<file path="src/hsv2rgb_pkg.sv">
// Shared types and constants for the HSV to RGB converter.
// Used by every module of the block; depends on nothing.
package hsv2rgb_pkg;

  // Pipeline depth: one load enable and one valid bit per stage.
  localparam int NUM_STAGES = 7;

  // Fixed field widths.
  localparam int IN_W  = 16;
  localparam int PCT_W = 7;
  localparam int HUE_W = 9;
  localparam int CH_W  = 8;

  // Scaling constants.
  localparam logic [PCT_W-1:0] PCT_MAX  = 7'd100;
  localparam logic [HUE_W-1:0] HUE_FULL = 9'd360;
  localparam logic [HUE_W-1:0] HUE_60   = 9'd60;
  localparam logic [HUE_W-1:0] HUE_120  = 9'd120;
  localparam logic [HUE_W-1:0] HUE_180  = 9'd180;
  localparam logic [HUE_W-1:0] HUE_240  = 9'd240;
  localparam logic [HUE_W-1:0] HUE_300  = 9'd300;

  // Reciprocals for exact truncating division by constants.
  // x / 360 for x up to 32768: (x * 46604) >> 24.
  localparam logic [15:0] HUE_RECIP   = 16'd46604;
  // x / 100 for x up to 25500: (x * 20972) >> 21.
  localparam logic [14:0] PCT_RECIP   = 15'd20972;
  // x / 10000 for x up to 2550000: (x * 1717987) >> 34.
  localparam logic [20:0] LO_RECIP    = 21'd1717987;
  // x / 60 for x up to 15300: (x * 17477) >> 20.
  localparam logic [14:0] SIXTY_RECIP = 15'd17477;

  // Hue sector: which channel is strongest and which one is interpolated.
  typedef enum logic [2:0] {
    SEC_R_G = 3'd0,  // red max, green rising, blue min
    SEC_G_R = 3'd1,  // green max, red falling, blue min
    SEC_G_B = 3'd2,  // green max, blue rising, red min
    SEC_B_G = 3'd3,  // blue max, green falling, red min
    SEC_B_R = 3'd4,  // blue max, red rising, green min
    SEC_R_B = 3'd5   // red max, blue falling, green min
  } sector_t;

  // Input word.
  typedef struct packed {
    logic signed [IN_W-1:0] hue_degrees;
    logic signed [IN_W-1:0] saturation_pct;
    logic signed [IN_W-1:0] value_pct;
  } hsv_t;

  // Output word.
  typedef struct packed {
    logic [CH_W-1:0] red;
    logic [CH_W-1:0] green;
    logic [CH_W-1:0] blue;
  } rgb_t;

  // Per-stage load enables from the pipeline control.
  typedef struct packed {
    logic [NUM_STAGES-1:0] load;
  } pipe_en_t;

endpackage

</file>
<file path="src/hsv_to_rgb_integer.sv">
// HSV to RGB converter: one input word per clock while the output side takes
// every word, and seven register stages from an accepted word to its result on
// the output register. The stages follow the chain of reciprocal
// multiplications (hue by 360, levels by 100 and 10000, interpolation by 60),
// each followed by a register. A stall holds the full pipeline in place, while
// empty stages still fill, so words keep entering until every stage holds one.
// Results come out in input order, one per input.
// Depends on hsv2rgb_pkg and the ctrl, front, level and blend modules.
module hsv_to_rgb_integer
  import hsv2rgb_pkg::*;
(
  input  logic clk,
  input  logic rst,
  input  logic hsv_valid,
  output logic hsv_ready,
  input  hsv_t hsv,
  output logic rgb_valid,
  input  logic rgb_ready,
  output rgb_t rgb
);

  pipe_en_t         en;
  logic [HUE_W-1:0] hue;
  logic [14:0]      val_scaled;
  logic [PCT_W-1:0] sat_inv;
  logic [CH_W-1:0]  hi;
  logic [CH_W-1:0]  lo;
  sector_t          sector;
  logic [5:0]       frac;

  // Handshake and stage enables.
  hsv2rgb_ctrl u_ctrl (
    .clk       (clk),
    .rst       (rst),
    .hsv_valid (hsv_valid),
    .hsv_ready (hsv_ready),
    .rgb_valid (rgb_valid),
    .rgb_ready (rgb_ready),
    .en        (en)
  );

  // Clamp and hue wrap.
  hsv2rgb_front u_front (
    .clk        (clk),
    .en         (en),
    .hsv        (hsv),
    .hue        (hue),
    .val_scaled (val_scaled),
    .sat_inv    (sat_inv)
  );

  // Channel levels and sector.
  hsv2rgb_level u_level (
    .clk        (clk),
    .en         (en),
    .hue        (hue),
    .val_scaled (val_scaled),
    .sat_inv    (sat_inv),
    .hi         (hi),
    .lo         (lo),
    .sector     (sector),
    .frac       (frac)
  );

  // Interpolation and output word.
  hsv2rgb_blend u_blend (
    .clk    (clk),
    .en     (en),
    .hi     (hi),
    .lo     (lo),
    .sector (sector),
    .frac   (frac),
    .rgb    (rgb)
  );

endmodule

</file>
<file path="src/hsv2rgb_ctrl.sv">
// Pipeline control for the HSV to RGB converter: valid bits and stage loads.
// Depends on hsv2rgb_pkg.
module hsv2rgb_ctrl
  import hsv2rgb_pkg::*;
(
  input  logic     clk,
  input  logic     rst,
  input  logic     hsv_valid,
  output logic     hsv_ready,
  output logic     rgb_valid,
  input  logic     rgb_ready,
  output pipe_en_t en
);

  logic [NUM_STAGES-1:0] valid;

  // A stage loads when it is empty or when its contents move on.
  always_comb begin
    en.load[NUM_STAGES-1] = !valid[NUM_STAGES-1] || rgb_ready;
    for (int i = NUM_STAGES - 2; i >= 0; i--) begin
      en.load[i] = !valid[i] || en.load[i+1];
    end
  end

  assign hsv_ready = en.load[0];
  assign rgb_valid = valid[NUM_STAGES-1];

  // Valid bits travel with the data.
  always_ff @(posedge clk) begin
    if (rst) begin
      valid <= '0;
    end else begin
      if (en.load[0]) begin
        valid[0] <= hsv_valid;
      end
      for (int i = 1; i < NUM_STAGES; i++) begin
        if (en.load[i]) begin
          valid[i] <= valid[i-1];
        end
      end
    end
  end

endmodule

</file>
<file path="src/hsv2rgb_front.sv">
// Front stages: clamp saturation and value, wrap the hue into 0..359.
// Depends on hsv2rgb_pkg; stages 1 and 2 of the pipeline.
module hsv2rgb_front
  import hsv2rgb_pkg::*;
(
  input  logic             clk,
  input  pipe_en_t         en,
  input  hsv_t             hsv,
  output logic [HUE_W-1:0] hue,
  output logic [14:0]      val_scaled,
  output logic [PCT_W-1:0] sat_inv
);

  logic            neg_in;
  logic [15:0]     mag_in;
  logic [31:0]     quot_prod;
  logic [PCT_W-1:0] sat_in;
  logic [PCT_W-1:0] val_in;

  logic             s1_neg;
  logic [15:0]      s1_mag;
  logic [6:0]       s1_quot;
  logic [PCT_W-1:0] s1_sat;
  logic [PCT_W-1:0] s1_val;

  logic [15:0]      rem_full;
  logic [HUE_W-1:0] rem;
  logic [HUE_W-1:0] hue_next;

  // Magnitude of the hue and its quotient by 360 through the reciprocal.
  always_comb begin
    neg_in    = hsv.hue_degrees[IN_W-1];
    mag_in    = neg_in ? 16'(-hsv.hue_degrees) : 16'(hsv.hue_degrees);
    quot_prod = mag_in * HUE_RECIP;
  end

  // Clamp both percentages into 0..100.
  always_comb begin
    if (hsv.saturation_pct[IN_W-1]) begin
      sat_in = '0;
    end else if (hsv.saturation_pct > IN_W'(PCT_MAX)) begin
      sat_in = PCT_MAX;
    end else begin
      sat_in = hsv.saturation_pct[PCT_W-1:0];
    end
    if (hsv.value_pct[IN_W-1]) begin
      val_in = '0;
    end else if (hsv.value_pct > IN_W'(PCT_MAX)) begin
      val_in = PCT_MAX;
    end else begin
      val_in = hsv.value_pct[PCT_W-1:0];
    end
  end

  // Stage 1.
  always_ff @(posedge clk) begin
    if (en.load[0]) begin
      s1_neg  <= neg_in;
      s1_mag  <= mag_in;
      s1_quot <= quot_prod[30:24];
      s1_sat  <= sat_in;
      s1_val  <= val_in;
    end
  end

  // Remainder of the magnitude; a negative hue folds back from 360.
  always_comb begin
    rem_full = s1_mag - 16'(s1_quot) * 16'(HUE_FULL);
    rem      = rem_full[HUE_W-1:0];
    if (s1_neg && (rem != '0)) begin
      hue_next = HUE_FULL - rem;
    end else begin
      hue_next = rem;
    end
  end

  // Stage 2: wrapped hue, 255 * value and 100 - saturation.
  always_ff @(posedge clk) begin
    if (en.load[1]) begin
      hue        <= hue_next;
      val_scaled <= {s1_val, 8'b0} - 15'(s1_val);
      sat_inv    <= PCT_MAX - s1_sat;
    end
  end

endmodule

</file>
<file path="src/hsv2rgb_level.sv">
// Level stages: strongest and weakest channel levels, hue sector and offset.
// Depends on hsv2rgb_pkg; stages 3 and 4 of the pipeline.
module hsv2rgb_level
  import hsv2rgb_pkg::*;
(
  input  logic             clk,
  input  pipe_en_t         en,
  input  logic [HUE_W-1:0] hue,
  input  logic [14:0]      val_scaled,
  input  logic [PCT_W-1:0] sat_inv,
  output logic [CH_W-1:0]  hi,
  output logic [CH_W-1:0]  lo,
  output sector_t          sector,
  output logic [5:0]       frac
);

  logic [29:0]      hi_prod;
  logic [21:0]      lo_num_next;

  logic [CH_W-1:0]  s3_hi;
  logic [21:0]      s3_lo_num;
  logic [HUE_W-1:0] s3_hue;

  logic [42:0]      lo_prod;
  sector_t          sector_next;
  logic [HUE_W-1:0] frac_full;

  // 255*v/100 through the reciprocal, and the numerator 255*v*(100-s).
  always_comb begin
    hi_prod     = val_scaled * PCT_RECIP;
    lo_num_next = val_scaled * sat_inv;
  end

  // Stage 3.
  always_ff @(posedge clk) begin
    if (en.load[2]) begin
      s3_hi     <= hi_prod[28:21];
      s3_lo_num <= lo_num_next;
      s3_hue    <= hue;
    end
  end

  // Numerator divided by 10000 through the reciprocal.
  always_comb begin
    lo_prod = s3_lo_num * LO_RECIP;
  end

  // Sector select; a boundary hue belongs to the lower sector.
  always_comb begin
    if (s3_hue <= HUE_60) begin
      sector_next = SEC_R_G;
      frac_full   = s3_hue;
    end else if (s3_hue <= HUE_120) begin
      sector_next = SEC_G_R;
      frac_full   = HUE_120 - s3_hue;
    end else if (s3_hue <= HUE_180) begin
      sector_next = SEC_G_B;
      frac_full   = s3_hue - HUE_120;
    end else if (s3_hue <= HUE_240) begin
      sector_next = SEC_B_G;
      frac_full   = HUE_240 - s3_hue;
    end else if (s3_hue <= HUE_300) begin
      sector_next = SEC_B_R;
      frac_full   = s3_hue - HUE_240;
    end else begin
      sector_next = SEC_R_B;
      frac_full   = HUE_FULL - s3_hue;
    end
  end

  // Stage 4.
  always_ff @(posedge clk) begin
    if (en.load[3]) begin
      hi     <= s3_hi;
      lo     <= lo_prod[41:34];
      sector <= sector_next;
      frac   <= frac_full[5:0];
    end
  end

endmodule

</file>
<file path="src/hsv2rgb_blend.sv">
// Blend stages: interpolate the middle channel and route the three channels.
// Depends on hsv2rgb_pkg; stages 5 to 7 of the pipeline, the last one is the output.
module hsv2rgb_blend
  import hsv2rgb_pkg::*;
(
  input  logic            clk,
  input  pipe_en_t        en,
  input  logic [CH_W-1:0] hi,
  input  logic [CH_W-1:0] lo,
  input  sector_t         sector,
  input  logic [5:0]      frac,
  output rgb_t            rgb
);

  logic [13:0]     ip_next;

  logic [13:0]     s5_ip;
  logic [CH_W-1:0] s5_hi;
  logic [CH_W-1:0] s5_lo;
  sector_t         s5_sector;

  logic [28:0]     off_prod;

  logic [CH_W-1:0] s6_off;
  logic [CH_W-1:0] s6_hi;
  logic [CH_W-1:0] s6_lo;
  sector_t         s6_sector;

  logic [CH_W-1:0] mid;
  rgb_t            rgb_next;

  // Span between the extremes scaled by the hue offset.
  always_comb begin
    ip_next = 14'(hi - lo) * 14'(frac);
  end

  // Stage 5.
  always_ff @(posedge clk) begin
    if (en.load[4]) begin
      s5_ip     <= ip_next;
      s5_hi     <= hi;
      s5_lo     <= lo;
      s5_sector <= sector;
    end
  end

  // Divide by 60 through the reciprocal.
  always_comb begin
    off_prod = s5_ip * SIXTY_RECIP;
  end

  // Stage 6.
  always_ff @(posedge clk) begin
    if (en.load[5]) begin
      s6_off    <= off_prod[27:20];
      s6_hi     <= s5_hi;
      s6_lo     <= s5_lo;
      s6_sector <= s5_sector;
    end
  end

  // Middle channel, then route the levels by sector.
  always_comb begin
    mid = s6_off + s6_lo;
    case (s6_sector)
      SEC_R_G: begin
        rgb_next = '{red: s6_hi, green: mid, blue: s6_lo};
      end
      SEC_G_R: begin
        rgb_next = '{red: mid, green: s6_hi, blue: s6_lo};
      end
      SEC_G_B: begin
        rgb_next = '{red: s6_lo, green: s6_hi, blue: mid};
      end
      SEC_B_G: begin
        rgb_next = '{red: s6_lo, green: mid, blue: s6_hi};
      end
      SEC_B_R: begin
        rgb_next = '{red: mid, green: s6_lo, blue: s6_hi};
      end
      SEC_R_B: begin
        rgb_next = '{red: s6_hi, green: s6_lo, blue: mid};
      end
      default: begin
        rgb_next = '0;
      end
    endcase
  end

  // Stage 7: output register.
  always_ff @(posedge clk) begin
    if (en.load[6]) begin
      rgb <= rgb_next;
    end
  end

endmodule
</file>
<file path="config.mk">
export PLATFORM = sky130hd
export DESIGN_NAME = hsv_to_rgb_integer
export DESIGN_NICKNAME = d
export VERILOG_FILES = /design/src/hsv2rgb_pkg.sv /design/src/hsv_to_rgb_integer.sv /design/src/hsv2rgb_ctrl.sv /design/src/hsv2rgb_front.sv /design/src/hsv2rgb_level.sv /design/src/hsv2rgb_blend.sv
export SDC_FILE = /design/constraint.sdc
export NUM_CORES = 2
export LEC_CHECK = 0
export ABC_AREA = 1
export BUFFER_PORTS_ARGS = -buffer_cell sky130_fd_sc_hd__buf_4
export CAP_MARGIN = 20
export CELL_PAD_IN_SITES_DETAIL_PLACEMENT = 1
export CELL_PAD_IN_SITES_GLOBAL_PLACEMENT = 2
export CORE_MARGIN = 2
export CORE_UTILIZATION = 33
export CTS_CLUSTER_DIAMETER = 200
export DETAILED_ROUTE_END_ITERATION = 8
export PLACE_DENSITY_LB_ADDON = 0.3
export SLEW_MARGIN = 40
export SYNTH_ARGS = -nofsm -noshare
export SYNTH_HDL_FRONTEND = slang
export SYNTH_SLANG_ARGS = --single-unit
</file>
<file path="constraint.sdc">
create_clock -name clk -period 16.5 [get_ports clk]
set_input_delay 1.65 -clock clk [delete_from_list [all_inputs] [get_ports clk]]
set_output_delay 1.65 -clock clk [all_outputs]
set_load 0.02 [all_outputs]
</file>
After elaboration in Yosys (flattened, before gate mapping). Cells that the tools add are included. W data, S select, Z words.

Add/subtract/negate cells: 12. $mul: 7. $lt $le $gt $ge: 7. Equality and inequality tests: 5. Muxes and demuxes: 14. Reduce and logical (&&, ||, !) cells: 21.

Operator list (number): $pmux W24 S6 (1); $mul A22 B21 Y42 const B (1); $gt A16 B7 Y1 const B (2); $mux W6 (5); $mul A16 B14 Y29 const B (1); $mul A14 B15 Y28 const B (1); $mul A15 B13 Y27 const B (1); $mul A15 B7 Y22 (1); $le A9 B8 Y1 const B (2); $sub A6 B6 Y6 const A (3); $mux W16 (1); $neg A16 Y16 (1); $sub A15 B7 Y15 (1); $mul A14 B6 Y14 (1); $mux W7 (2); $sub A6 B6 Y6 const B (2); $le A9 B6 Y1 const B (1); $le A9 B7 Y1 const B (1); $le A9 B9 Y1 const B (1); $mux W9 (1); $reduce_bool A9 Y1 (1); $sub A8 B8 Y9 (1); $sub A9 B9 Y9 (1); $sub A9 B9 Y9 const A (1); 14 further kinds (32).

Register bits after elaboration: 217.

Longest topological paths before layout.
Word-level depth: 8. Depth in mapped cells: 30.

Modules after synthesis. Synthesis repeated with hierarchy kept, for this count alone.

Cells, all modules: 4046. Area total of the unflattened synthesis: 34426.8 um2.

By module, submodules not included: hsv2rgb_level (instances 1, cells each 2191, area each 18629.1 um2); hsv2rgb_blend (instances 1, cells each 971, area each 8333.0 um2); hsv2rgb_front (instances 1, cells each 851, area each 7173.1 um2); hsv2rgb_ctrl (instances 1, cells each 33, area each 291.5 um2).

Worst setup path before layout. No wires, ideal clock.

Kind: input -> register. From: in hsv[32] (netlist bit). To: reg u_front.s1_quot[1], data pin. Data arrival time: 6.572 ns. Data required time: 16.240 ns. Setup slack: 9.668 ns. Cell stages on the path: 26. Cells stage by stage: inv_1 -> ha_1 -> nand2_1 -> nor2_1 -> nand3_1 -> nand2_1 -> xnor2_1 -> ha_1 -> inv_1 -> fa_1 -> inv_1 -> fa_1 -> inv_1 -> fa_1 -> inv_1 -> fa_1 -> inv_1 -> fa_1 -> inv_1 -> ha_1 -> a21o_1 -> a21oi_1 -> o21ai_0 -> nand2_1 -> nand3_1 -> xor2_1.

Word-level cells in the longest chain between the ends: 3.

Ends and longest elaborated chain: from (decl) (RTL line hsv_to_rgb_integer.sv:16) `input hsv_t hsv,`; $neg A16 Y16 (RTL line hsv2rgb_front.sv:33) `mag_in = neg_in ? 16'(-hsv.hue_degrees) : 16'(hsv.hue_degrees);`; $mux W16 (RTL line hsv2rgb_front.sv:33); named net u_front.mag_in[6] (RTL line hsv2rgb_front.sv:15) `logic [15:0] mag_in;`; $mul A16 B14 Y29 (RTL line hsv2rgb_front.sv:34) `quot_prod = mag_in * HUE_RECIP;`; named net u_front.quot_prod[25] (RTL line hsv2rgb_front.sv:16) `logic [31:0] quot_prod;`; to (signal assigned) (RTL line hsv2rgb_front.sv:60) `s1_quot <= quot_prod[30:24];`; to (decl) (RTL line hsv2rgb_front.sv:22) `logic [6:0] s1_quot;`.

The timed path passes the listed nets, and every way through them passes these cells. A chain may end at the register's enable or synchronous reset.

Worst setup path after layout.
From: in hsv[32] (netlist bit). To: reg u_front.s1_quot[5], data pin.

Same word-level chain as after synthesis.

==> impl_metrics.env <==
export IMPL_run_status="complete, no violations"
export IMPL_finalCritPeriodShare_pct=42.6
export IMPL_reg2reg_slack_ns=10.16
export IMPL_arrival_ns=7.42
export IMPL_startpoint_type="input pin"
export IMPL_drv_slew=0
export IMPL_drv_cap=0
export IMPL_cts_tree="yes"
export IMPL_slew_headroom_pct=44.3
export IMPL_core_area_um2=100000
export IMPL_timing_rr_start="u_level.s3_lo_num[1]"
export IMPL_fin_util_pct=36.5
export IMPL_synth_nets=4874
export IMPL_drtPass1Iterations=5
export IMPL_fillCellCount=11800
export IMPL_clock_sinks=216
export IMPL_period_needed_ns=7.04
export IMPL_synth_seq_cells=216
export IMPL_antenna_found_initial=1
export IMPL_synthArstFlopShare_pct=0
export IMPL_clockRootBuffer="clkbuf_16"
export IMPL_drc=0
export IMPL_crit_type="input pin to flip-flop"
export IMPL_track_usage_pct=17.5
export IMPL_synth_edf_count=209
export IMPL_h_tree_depth=1
export IMPL_port_buffers=77
export IMPL_cts_buffers=29
export IMPL_hp_class="flip-flop to flip-flop"
export IMPL_totalWireLength_mm=87.4
export IMPL_cp_required_ns=16.88
export IMPL_hp_start="u_blend.s5_lo[7]"
export IMPL_grt_pass1_vias=26700
export IMPL_rr_worst_depth=21
export IMPL_critPathCaptureType="flip-flop"
export IMPL_crit_fanout=6
export IMPL_rows=116
export IMPL_seq_area_frac_synth_pct=19.2
export IMPL_synth_ff_type="edfxtp_1"
export IMPL_grt_max_degree=42
export IMPL_mostFrequentLayoutCells="inv_1 (1044), nand2_1 (655), ha_1 (568), fa_1 (417), nor2_1 (220)"
export IMPL_overflow=0
export IMPL_clkTransAtPathRegs_ns=0.06
export IMPL_worstSkewPairLatency_ns=0.63
export IMPL_finalHoldViolations=0
export IMPL_ant_nets=0
export IMPL_syn_inst=3837
export IMPL_start_util_pct=33.3
export IMPL_layout_commonest_cell="inv_1"
export IMPL_max_stage_delay_ns=0.61
export IMPL_startpoint="hsv[32]"
export IMPL_fin_skew_ns=0.0324
export IMPL_wl_per_cell_um=16.7
export IMPL_setup_viol=0
export IMPL_synth_warnings=0
export IMPL_routed_via_density=4.61
export IMPL_io_pins=78
export IMPL_die_w_um=322
export IMPL_critPathSlowestCell="xor2_1"
export IMPL_gp_congestion=0.832
export IMPL_clock_fmax_mhz=142
export IMPL_cts_setup_buffers=0
export IMPL_cts_resized_gates=0
export IMPL_nNetsFinal=4955
export IMPL_cts_hold_buf=0
export IMPL_worst_pin_slew_ns=0.835
export IMPL_hpwl_mm=77.1
export IMPL_min_path_cells=0
export IMPL_yosysUniqueCellTypes=43
export IMPL_syn_area_um2=33400
export IMPL_grt_pass1_wl_mm=144
export IMPL_drive_above_1_share_pct=3.96
export IMPL_die_area_um2=104000
export IMPL_area_growth_pct=9.45
export IMPL_die_y_um=322
export IMPL_fin_tns_setup_ns=0
export IMPL_vias=24200
export IMPL_rsz0062_at_grt="no"
export IMPL_r2r_end="u_level.lo[7]"
export IMPL_drt_iter0_markers=890
export IMPL_postSynthAreaPerCell_um2=8.70
export IMPL_hold_path_end="u_blend.s6_lo[7]"
export IMPL_cts_max_path_buffers=3
-- how the worst max path moves through the flow --
stage | endpoint | slack (ns) | cells past startpoint
3_5_place_dp | u_front.s1_quot[5] | 8.76 | 25
2_1_floorplan | u_front.s1_quot[1] | 9.67 | 26
5_1_grt | u_front.s1_quot[3] | 8.99 | 28
6_report | u_front.s1_quot[5] | 9.46 | 25
3_3_place_gp | u_front.s1_quot[5] | 8.86 | 25
4_1_cts | u_front.s1_quot[5] | 9.45 | 25
-- layout make-up --
type                    count  area [um^2]  area share [%]
multi-input cells        2541        22900            62.7
clock buffers              33          771            2.11
clock inverters            21          270           0.740
diodes                      1         2.50         0.00685
repair buffers             81          612            1.67
inverters                1049         3940            10.8
well taps                1298         1620            4.45
flip-flops and latches    216         6420            17.6
-- registers in the layout, summed over array words and instances, names as in the netlist, 8 cells and up --
register,cells
u_blend.s5_hi,8
u_blend.s6_lo,8
u_blend.s6_off,8
u_front.hue,9
u_level.hi,8
u_level.s3_lo_num,22
u_level.s3_hue,9
u_front.val_scaled,15
u_blend.s6_hi,8
u_level.lo,8
u_blend.s5_ip,14
u_level.s3_hi,8
u_front.s1_mag,9
u_blend.rgb,24
u_blend.s5_lo,8
-- synthesized netlist by cell type, types with 9 or more instances --
master    number  area share (%)
xnor2_1       33            0.87
nor2_1       220             2.5
edfxtp_1     209              19
fa_1         417              25
nand3_1      131             2.0
nand2_1      657             7.4
a31oi_1       16            0.30
nand4_1       39            0.73
xor2_1        72             1.9
a21o_1        25            0.56
o21ai_0      107             1.6
a21boi_0       9            0.20
inv_1       1047              12
nor4_1        13            0.24
ha_1         568              21
o21bai_1      10            0.22
a21oi_1      138             2.1
o211ai_1       9            0.20
nor3_1        30            0.45
clkbuf_1      26            0.29
-- critical path, delay by kind of cell --
kind / cells / cell delay, ns
AOI/OAI and AO/OA: 4 / 0.72
xor gates and xnor gates: 1 / 0.61
adders and majority gates: 8 / 3.26
buffers and inverters: 4 / 0.33
and+or+nand+nor: 8 / 0.84
-- routing by layer --
layer | routed length, um | track usage, % | vias up
li1 | - | - | 12100
met1 | 43000 | 24.4 | 11800
met2 | 41400 | 30.2 | 200
met3 | 1680 | 1.28 | 56
met4 | 1330 | 2.81 | 0
met5 | 0 | 0 | -
-- cell families after synthesis --
group | synth area share, %
compound gates | 5.90
xor+xnor | 2.80
fa+ha+maj | 46.3
buf+inv | 12.2
flops | 19.2
simple gates | 13.6
-- through the flow --
stage,cells,setup slack (ns),hold WS [ns],instance area [um^2]
after floorplan,3837,9.67,0.400,33400
after global placement,5184,8.86,0.401,35500
after detailed placement,5184,8.76,0.406,35500
after CTS,5238,9.45,0.415,36500
after global routing,5239,8.99,0.427,36500
final,5240,9.46,0.412,36500
Power is not shown: default switching activity piles up to over one toggle a cycle in this logic, so the estimate is an artifact.
